`src/hdl/rsda_pkg.sv`:
```
`timescale 1ns / 1ps
// ----------------------------------------------------------------------------
// Rotation speed deviation alarm package
// Widths, reset values, request and register codes, sequencer states and the
// status group of the shared serial divider.
// ----------------------------------------------------------------------------
package rsda_pkg;

    localparam int DATA_W    = 32;
    localparam int THR_W     = 7;
    localparam int RPM_W     = 33;
    localparam int CFG_IDX_W = 1;
    localparam int PROD_W    = DATA_W + 8;

    localparam longint unsigned TIMER_FREQ_HZ = 64'd1000000;
    localparam longint unsigned RPM_NUM       = 64'd6000 * TIMER_FREQ_HZ;

    localparam int RPM_BITS = $clog2(RPM_NUM + 64'd1);
    localparam int TGT_BITS = DATA_W + THR_W;
    localparam int NUM_W    = (RPM_BITS > TGT_BITS) ? RPM_BITS : TGT_BITS;
    localparam int CNT_W    = $clog2(NUM_W + 1);

    localparam logic [DATA_W-1:0] PERIOD_FLOOR_RST = 32'd10000;
    localparam logic [THR_W-1:0]  THRESH_RST       = 7'd10;
    localparam logic [THR_W-1:0]  THRESH_MAX       = 7'd99;
    localparam logic [THR_W-1:0]  PCT_FULL         = 7'd100;
    localparam logic [DATA_W-1:0] TICKS_PER_MS     = 32'd1000;

    typedef enum logic [1:0] {
        REQ_CAPTURE = 2'd0,
        REQ_LATCH   = 2'd1,
        REQ_TICK    = 2'd2,
        REQ_NOP     = 2'd3
    } req_kind_t;

    typedef enum logic [CFG_IDX_W-1:0] {
        CFG_PERIOD_FLOOR = 1'b0,
        CFG_THRESH       = 1'b1
    } cfg_reg_t;

    typedef enum logic [2:0] {
        S_IDLE,
        S_EXEC,
        S_DIV,
        S_BAND,
        S_CMP,
        S_DONE
    } seq_state_t;

    typedef struct packed {
        logic busy;
        logic done;
    } div_stat_t;

endpackage

```
`src/hdl/rotation_speed_deviation_alarm_core.sv`:
```
`timescale 1ns / 1ps
// ----------------------------------------------------------------------------
// Rotation speed deviation alarm core
// Measures rotation periods from timer captures, reports speed in hundredths
// of rpm and drives a buzzer level when the speed leaves a band around a
// latched target or when rotation events stop.
// ----------------------------------------------------------------------------
// Each transaction on the item channel (item_valid/item_ready) is a capture
// timestamp, a request to latch the last period as the target, a millisecond
// tick, or a no-op. Every item yields exactly one transaction on the result
// channel (result_valid/result_ready).
// One item is worked on at a time. The result of an accepted capture is loaded
// after the execute, divide, band and compare steps, that of a tick with a
// target set after the execute and divide steps, and that of any other item
// after the execute step alone. The next item can be accepted in the cycle
// after the result is loaded. The serial divider produces one quotient bit per
// cycle and is shared by the speed division and the timeout limit division.
// The result sits in an output register, so the next item is accepted while a
// result still waits; a stalled receiver only holds the sequencer in its
// final step. Reset clears the measurement state and the internal alarm level
// (not the output register) and loads the default minimum period and
// threshold. The configuration port may be used whenever the block is idle.
// ----------------------------------------------------------------------------
module rotation_speed_deviation_alarm_core (
    input  logic                           clk,
    input  logic                           rst_n,
    input  logic                           cfg_wr_en,
    input  logic [rsda_pkg::CFG_IDX_W-1:0] cfg_index,
    input  logic [rsda_pkg::DATA_W-1:0]    cfg_wdata,
    input  logic                           item_valid,
    output logic                           item_ready,
    input  logic [1:0]                     req_type,
    input  logic [rsda_pkg::DATA_W-1:0]    capture_value,
    output logic                           result_valid,
    input  logic                           result_ready,
    output logic                           alarm_on,
    output logic                           sample_valid,
    output logic [rsda_pkg::DATA_W-1:0]    period_value,
    output logic [rsda_pkg::RPM_W-1:0]     rpm_centi
);
    import rsda_pkg::*;

    seq_state_t        state_reg;
    seq_state_t        state_next;

    logic [DATA_W-1:0] period_floor_reg;
    logic [THR_W-1:0]  thresh_reg;
    logic [DATA_W-1:0] last_capture_reg;
    logic [DATA_W-1:0] last_diff_reg;
    logic [DATA_W-1:0] target_reg;
    logic [DATA_W-1:0] idle_ticks_reg;
    logic              alarm_reg;
    logic              valid_reg;
    logic              result_valid_reg;

    req_kind_t         kind_reg;
    logic [DATA_W-1:0] cap_reg;
    logic [RPM_W-1:0]  rpm_reg;
    logic [PROD_W-1:0] prod_slow_reg;
    logic [PROD_W-1:0] prod_fast_reg;
    logic [PROD_W-1:0] t100_reg;
    logic              alarm_out_reg;
    logic              sample_out_reg;
    logic [DATA_W-1:0] period_out_reg;
    logic [RPM_W-1:0]  rpm_out_reg;

    logic [THR_W-1:0]  p_eff;
    logic [DATA_W-1:0] diff;
    logic              cap_ok;
    logic              tgt_set;
    logic              need_div;
    logic [PROD_W-1:0] t100;
    logic [NUM_W-1:0]  div_num;
    logic [DATA_W-1:0] div_den;
    logic              div_start;
    logic              out_load;
    div_stat_t         div_stat;
    logic [NUM_W-1:0]  quot;
    logic [RPM_W-1:0]  rpm_sat;

    rsda_div u_div (
        .clk       (clk),
        .rst_n     (rst_n),
        .start     (div_start),
        .numerator (div_num),
        .divisor   (div_den),
        .stat      (div_stat),
        .quotient  (quot)
    );

    always_comb
    begin
        p_eff    = (thresh_reg > THRESH_MAX) ? THRESH_MAX : thresh_reg;
        diff     = cap_reg - last_capture_reg;
        cap_ok   = (diff != '0) && (diff >= period_floor_reg);
        tgt_set  = (target_reg != '0);
        need_div = ((kind_reg == REQ_CAPTURE) && cap_ok) || ((kind_reg == REQ_TICK) && tgt_set);
        t100     = PROD_W'(target_reg) * PROD_W'(PCT_FULL);
        rpm_sat  = (|quot[NUM_W-1:RPM_W]) ? {RPM_W{1'b1}} : quot[RPM_W-1:0];
        if (kind_reg == REQ_CAPTURE)
        begin
            div_num = NUM_W'(RPM_NUM);
            div_den = diff;
        end
        else
        begin
            div_num = NUM_W'(t100);
            div_den = DATA_W'(PCT_FULL - p_eff) * TICKS_PER_MS;
        end
    end

    always_comb
    begin
        state_next = state_reg;
        unique case (state_reg)
            S_IDLE:
            begin
                if (item_valid)
                    state_next = S_EXEC;
            end
            S_EXEC:
            begin
                state_next = need_div ? S_DIV : S_DONE;
            end
            S_DIV:
            begin
                if (div_stat.done)
                    state_next = (kind_reg == REQ_CAPTURE) ? S_BAND : S_DONE;
            end
            S_BAND:
            begin
                state_next = S_CMP;
            end
            S_CMP:
            begin
                state_next = S_DONE;
            end
            S_DONE:
            begin
                if (!result_valid_reg || result_ready)
                    state_next = S_IDLE;
            end
            default:
            begin
                state_next = S_IDLE;
            end
        endcase
    end

    always_comb
    begin
        item_ready = (state_reg == S_IDLE);
        div_start  = (state_reg == S_EXEC) && need_div;
        out_load   = (state_reg == S_DONE) && (!result_valid_reg || result_ready);
    end

    always_ff @(posedge clk or negedge rst_n)
    begin
        if (!rst_n)
        begin
            state_reg        <= S_IDLE;
            period_floor_reg <= PERIOD_FLOOR_RST;
            thresh_reg       <= THRESH_RST;
            last_capture_reg <= '0;
            last_diff_reg    <= '0;
            target_reg       <= '0;
            idle_ticks_reg   <= '0;
            alarm_reg        <= 1'b0;
            valid_reg        <= 1'b0;
            result_valid_reg <= 1'b0;
        end
        else
        begin
            state_reg <= state_next;

            if (cfg_wr_en)
            begin
                unique case (cfg_reg_t'(cfg_index))
                    CFG_PERIOD_FLOOR: period_floor_reg <= cfg_wdata;
                    CFG_THRESH:       thresh_reg       <= cfg_wdata[THR_W-1:0];
                    default:          period_floor_reg <= period_floor_reg;
                endcase
            end

            if (state_reg == S_EXEC)
            begin
                valid_reg <= (kind_reg == REQ_CAPTURE) && cap_ok;
                unique case (kind_reg)
                    REQ_CAPTURE:
                    begin
                        last_diff_reg  <= diff;
                        idle_ticks_reg <= '0;
                        if (cap_ok)
                            last_capture_reg <= cap_reg;
                    end
                    REQ_LATCH:
                    begin
                        target_reg     <= last_diff_reg;
                        idle_ticks_reg <= '0;
                    end
                    REQ_TICK:
                    begin
                        if (!tgt_set)
                            idle_ticks_reg <= '0;
                        else if (idle_ticks_reg != {DATA_W{1'b1}})
                            idle_ticks_reg <= idle_ticks_reg + 1'b1;
                    end
                    REQ_NOP:
                    begin
                        idle_ticks_reg <= idle_ticks_reg;
                    end
                    default:
                    begin
                        idle_ticks_reg <= idle_ticks_reg;
                    end
                endcase
            end

            if ((state_reg == S_DIV) && div_stat.done && (kind_reg == REQ_TICK))
            begin
                if (NUM_W'(idle_ticks_reg) >= quot)
                begin
                    alarm_reg      <= 1'b1;
                    idle_ticks_reg <= '0;
                end
            end

            if (state_reg == S_CMP)
                alarm_reg <= tgt_set && ((prod_slow_reg > t100_reg) || (prod_fast_reg < t100_reg));

            if (out_load)
                result_valid_reg <= 1'b1;
            else if (result_ready)
                result_valid_reg <= 1'b0;
        end
    end

    always_ff @(posedge clk)
    begin
        if (item_valid && item_ready)
        begin
            kind_reg <= req_kind_t'(req_type);
            cap_reg  <= capture_value;
        end
        if ((state_reg == S_DIV) && div_stat.done && (kind_reg == REQ_CAPTURE))
            rpm_reg <= rpm_sat;
        if (state_reg == S_BAND)
        begin
            prod_slow_reg <= PROD_W'(last_diff_reg) * PROD_W'(PCT_FULL - p_eff);
            prod_fast_reg <= PROD_W'(last_diff_reg) * PROD_W'({1'b0, PCT_FULL} + {1'b0, p_eff});
            t100_reg      <= t100;
        end
        if (out_load)
        begin
            alarm_out_reg  <= alarm_reg;
            sample_out_reg <= valid_reg;
            period_out_reg <= last_diff_reg;
            rpm_out_reg    <= valid_reg ? rpm_reg : '0;
        end
    end

    assign result_valid = result_valid_reg;
    assign alarm_on     = alarm_out_reg;
    assign sample_valid = sample_out_reg;
    assign period_value = period_out_reg;
    assign rpm_centi    = rpm_out_reg;

endmodule

```
`src/hdl/rsda_div.sv`:
```
`timescale 1ns / 1ps
// ----------------------------------------------------------------------------
// Serial divider
// Restoring division, one quotient bit per cycle. Operands are captured on
// start; done pulses for one cycle when the quotient is ready.
// ----------------------------------------------------------------------------
module rsda_div (
    input  logic                        clk,
    input  logic                        rst_n,
    input  logic                        start,
    input  logic [rsda_pkg::NUM_W-1:0]  numerator,
    input  logic [rsda_pkg::DATA_W-1:0] divisor,
    output rsda_pkg::div_stat_t         stat,
    output logic [rsda_pkg::NUM_W-1:0]  quotient
);
    import rsda_pkg::*;

    logic [CNT_W-1:0]  cnt_reg;
    logic [CNT_W-1:0]  cnt_next;
    logic              done_reg;
    logic              done_next;
    logic [DATA_W-1:0] rem_reg;
    logic [DATA_W-1:0] rem_next;
    logic [NUM_W-1:0]  work_reg;
    logic [NUM_W-1:0]  work_next;
    logic [DATA_W-1:0] div_reg;
    logic [DATA_W-1:0] div_next;
    logic [DATA_W:0]   trial;
    logic [DATA_W:0]   diff_trial;
    logic              fits;

    always_comb
    begin
        trial      = {rem_reg, work_reg[NUM_W-1]};
        fits       = trial >= {1'b0, div_reg};
        diff_trial = trial - {1'b0, div_reg};
        cnt_next   = cnt_reg;
        done_next  = 1'b0;
        rem_next   = rem_reg;
        work_next  = work_reg;
        div_next   = div_reg;
        if (start)
        begin
            cnt_next  = CNT_W'(NUM_W);
            rem_next  = '0;
            work_next = numerator;
            div_next  = divisor;
        end
        else if (cnt_reg != '0)
        begin
            cnt_next  = cnt_reg - 1'b1;
            done_next = (cnt_reg == CNT_W'(1));
            rem_next  = fits ? diff_trial[DATA_W-1:0] : trial[DATA_W-1:0];
            work_next = {work_reg[NUM_W-2:0], fits};
        end
    end

    always_ff @(posedge clk or negedge rst_n)
    begin
        if (!rst_n)
        begin
            cnt_reg  <= '0;
            done_reg <= 1'b0;
        end
        else
        begin
            cnt_reg  <= cnt_next;
            done_reg <= done_next;
        end
    end

    always_ff @(posedge clk)
    begin
        rem_reg  <= rem_next;
        work_reg <= work_next;
        div_reg  <= div_next;
    end

    assign stat.busy = (cnt_reg != '0);
    assign stat.done = done_reg;
    assign quotient  = work_reg;

endmodule

```
`config.mk`:
```
export PLATFORM = sky130hd
export DESIGN_NAME = rotation_speed_deviation_alarm_core
export DESIGN_NICKNAME = d
export VERILOG_FILES = /design/src/hdl/rsda_pkg.sv /design/src/hdl/rotation_speed_deviation_alarm_core.sv /design/src/hdl/rsda_div.sv
export SDC_FILE = /design/constraint.sdc
export NUM_CORES = 2
export LEC_CHECK = 0
export BUFFER_PORTS_ARGS = -buffer_cell sky130_fd_sc_hd__buf_2
export CAP_MARGIN = 20
export CORE_AREA = 4 4 362 364
export CTS_BUF_LIST = sky130_fd_sc_hd__clkbuf_16
export CTS_CLUSTER_DIAMETER = 60
export DETAILED_ROUTE_END_ITERATION = 10
export DIE_AREA = 0 0 366 368
export GPL_TIMING_DRIVEN = 0
export PLACE_DENSITY = 0.54
export SYNTH_ARGS = -nofsm -noshare
export SYNTH_HDL_FRONTEND = slang
export SYNTH_SLANG_ARGS = --single-unit
```
`constraint.sdc`:
```
create_clock -name clk -period 8.5 [get_ports clk]
set_input_delay 2.55 -clock clk [delete_from_list [all_inputs] [get_ports clk]]
set_output_delay 2.55 -clock clk [all_outputs]
set_load 0.005 [all_outputs]
```
==> results.md <==
| Metric | This run |
|:---|:---|
| Outcome | finished, final reports clean |
| DP Wirelength | 117000 µm |
| Syn Inst Count | 4975 |
| Critical path start-end classification | flop to flop |
| Clock tree from TritonCTS | done |
| Count of hold-fix buffers inserted at cts | 0 |
| Number of input and output port buffers inserted | 140 |
| Type of the most critical hold path | flop to flop |
| Clock-pin transition on the worst setup and hold timing paths | 0.05 ns |
| Max-slew violation count | 0 |
| Router iterations before antenna repair | 5 |
| Total congestion overflow | 0 |
| Starting Density | 38.0% |
| Synthesized-area fraction occupied by and/or/nand/nor cells | 14.0% |
| Routed WL per cell | 21.0 µm |
| Maxcap violations | 0 |
| Total number of clock tree sinks | 532 |
| Number of synthesized flops with an enable pin | 320 |
| Transition time of the tightest slew-check pin | 1.18 ns |
| Compound-gate portion of the synthesized area | 11.8% |
| Post-synthesis sequential area ratio | 30.5% |
| Post-synthesis share of cell area spent on full adders, half adders and majority gates | 30.1% |
| Worst endpoint required time | 8.92 ns |
| Final period utilization | 98.7% |
| Largest stage delay on the critical path | 0.70 ns |
| Initial antenna violation count | 5 |
| Highest fanout seen on the critical path | 12 |
| Clock skew | 0.0402 ns |
| Critical-path top delay cell | ha_1 |
| Finish-stage setup viols | 0 |
| Arrival time at the worst endpoint | 8.80 ns |
| Number of buffers created by CTS | 72 |
| Post-synthesis register bit count | 532 |
| Number of global-route vias before repair | 36699 |
| Wire length of the first global-routing pass | 223000 µm |
| Kind of end point of the critical path | flop |
| Routability congestion estimate from global placement | 0.913 |
| Synthesis-to-layout area growth | 12.4% |
| # DRC | 0 |
| Final critical-path required period | 8.39 ns |
| Worst slack, placed | -2.09 ns |
| Boundary pin count | 141 |
| Number of different library cells in the post-synthesis netlist | 88 |
| Worst slew slack as a fraction of its limit | 20.9% |
| Count of routing violations after the opening detailed-route iteration | 2924 |
| Total Die Area | 135000 µm² |
| Total count of hold-check failures in the final report | 0 |
| Fill cell count | 12463 |
| Net count, final | 6248 |
| Warning count from the yosys run | 0 |
| Layout cells sized above 1 | 8.48% |
| Post-route antenna net violation count | 0 |
| Avg Synthesized Cell Area | 9.72 µm² |
| Maximum count of clock buffers along a single path | 3 |
| Pin count of the biggest net entering global routing | 94 |
| Final Routed Wirelength | 147000 µm |
| RSZ-0062 raised after global routing | true |
| Die height | 368 µm |
| Width of the die | 366 µm |
| Post-route worst setup slack | 0.112 ns |
| Max FFs per register | 40 |
| Multiplexer fraction of the synthesized cell area | 2.30% |
| Most common flop cell mapped by yosys | edfxtp_1 |
| Area of the mapped netlist | 48300 µm² |
| Largest family of logic cells by synthesized area | adder cells |
| H-tree level count | 3 |
| CP Launch Type | flop |
| Clock latency on the worst-skew pair | 0.68 ns |
| Total global-route track usage | 21.7% |
| Max Fclk | 119 MHz |
| Share of flip-flops with an asynchronous set or reset after synthesis | 33.8% |
| Via density | 5.24 |
| Xor/xnor share of the synthesized area | 2.99% |
| Number of standard-cell rows in the floorplan | 131 |
| Area of the core | 127000 µm² |
| Cell occurring most often along the worst timing path | inv_1 |
| Clk root buf | clkbuf_16 |
| Total via count in the routed design | 36600 |
==> cell usage after synthesis, drive strengths merged, types with 8 or more instances <==
cell type	count	area, µm²
a211oi	54	546
a21boi	9	67.6
a21o	107	803
a21oi	208	1040
a22o	8	70.1
a22oi	26	195
a311oi	9	78.8
a31oi	29	181
and2	305	1910
and3	21	131
and4	9	78.8
buf	17	120
clkbuf	155	582
dfrtp	173	4330
dfxtp	32	641
edfxtp	320	9610
fa	412	8250
ha	503	6290
inv	871	3270
mux2	73	822
mux2i	29	290
nand2	371	1390
nand2b	44	275
nand3	106	531
nand4	48	300
nor2	217	815
nor2b	95	594
nor3	54	270
nor4	22	159
o211ai	18	135
o21a	38	287
o21ai	249	1250
o21bai	23	173
o311ai	9	78.8
o31ai	10	80.1
or2	13	81.3
or3	15	93.8
xnor2	109	962
xor2	55	482
==> critical path: cells and delay by family (launching register included) <==
| kind | cells | cell delay [ns] |
|---|---|---|
| adder cells (fa/ha/maj) | 6 | 2.89 |
| flip-flops | 1 | 0.46 |
| AO/OA/AOI/OAI | 7 | 1.58 |
| buffers and inverters | 6 | 1.16 |
| XOR/XNOR | 1 | 0.13 |
| AND/OR/NAND/NOR | 7 | 1.90 |
==> cells in the final DEF (no fill, tap or decap), types with 29 or more instances in the layout <==
cell / n
fa_1: 412
nand2_1: 369
o21ai_0: 238
clkbuf_16: 72
dfxtp_1: 32
mux2i_1: 29
a21o_1: 107
buf_2: 148
a21oi_1: 207
nand4_1: 48
xor2_1: 53
nor2b_1: 95
nor3_1: 53
nor2_1: 213
xnor2_1: 106
mux2_2: 45
dfrtp_1: 171
nand3_1: 105
inv_1: 882
edfxtp_1: 320
conb_1: 45
o21a_1: 37
nand2b_1: 42
and2_1: 303
clkbuf_1: 136
ha_1: 501
==> logic make-up (layout without fill, tap and decap cells) <==
group,after synthesis,in the layout
and+or+nand+nor,1338,1338
buffers and inverters,1043,1345
adders and majority gates,915,915
AOI/OAI and AO/OA,879,879
DFF,532,532
xor gates and xnor gates,164,164
muxes,102,102
other,2,49
==> stage by stage <==
stage                     TNS (ns)  cells  util (%)  hold WS [ns]  cell area [µm²]
after floorplan                  0   5018         -         0.420            48500
after global placement      -64.21   6820      40.3         0.473            51300
after detailed placement    -28.92   6848      40.6         0.481            51700
after CTS                        0   6979      42.6         0.493            54200
after global routing        -0.183   6982      42.7         0.498            54300
final                            0   6986      42.7         0.486            54300
==> path summary, 6_finish.rpt <==
| kind | from | end | slack [ns] | cells past startpoint |
|---|---|---|---|---|
| worst min-delay path | last_capture_reg[22] | last_capture_reg[22] | 0.49 | 1 |
| worst max register to register | thresh_reg[6] | prod_slow_reg[39] | 0.11 | 27 |
| worst max-delay path | thresh_reg[6] | prod_slow_reg[39] | 0.11 | 27 |
| worst min register to register | last_capture_reg[22] | last_capture_reg[22] | 0.49 | 1 |
| min in group asynchronous | rst_n | last_capture_reg[23] | 1.87 | 1 |
| max in group asynchronous | rst_n | target_reg[5] | 5.56 | 2 |
==> layout make-up <==
class / count / area (µm²) / share of cell area, %
multi-input cells: 3443 / 30000 / 55.2
flip-flops and latches: 532 / 14800 / 27.2
inverters: 871 / 3270 / 6.02
well taps: 1662 / 2080 / 3.83
clock buffers: 72 / 1800 / 3.32
repair buffers: 172 / 1090 / 2.00
plain buffers: 169 / 732 / 1.35
clock inverters: 61 / 599 / 1.10
diodes: 4 / 10.0 / 0.0184
==> routing by layer <==
metal,vias up,share of wire [%],track usage (%)
li1,17117,-,-
met1,18046,45,30.0
met2,1231,44,34.0
met3,206,8.1,5.05
met4,0,3.1,6.14
met5,-,0,0
==> repair_timing <==
item / CTS / global route
cloned: 0 / 0
pin swaps: 2 / 3
resized for setup: 43 / 19
setup endpoints to repair: 36 / 9
setup buffers: 1 / 2
Power is not shown: default switching activity piles up to over one toggle a cycle in this logic, so the estimate is an artifact.
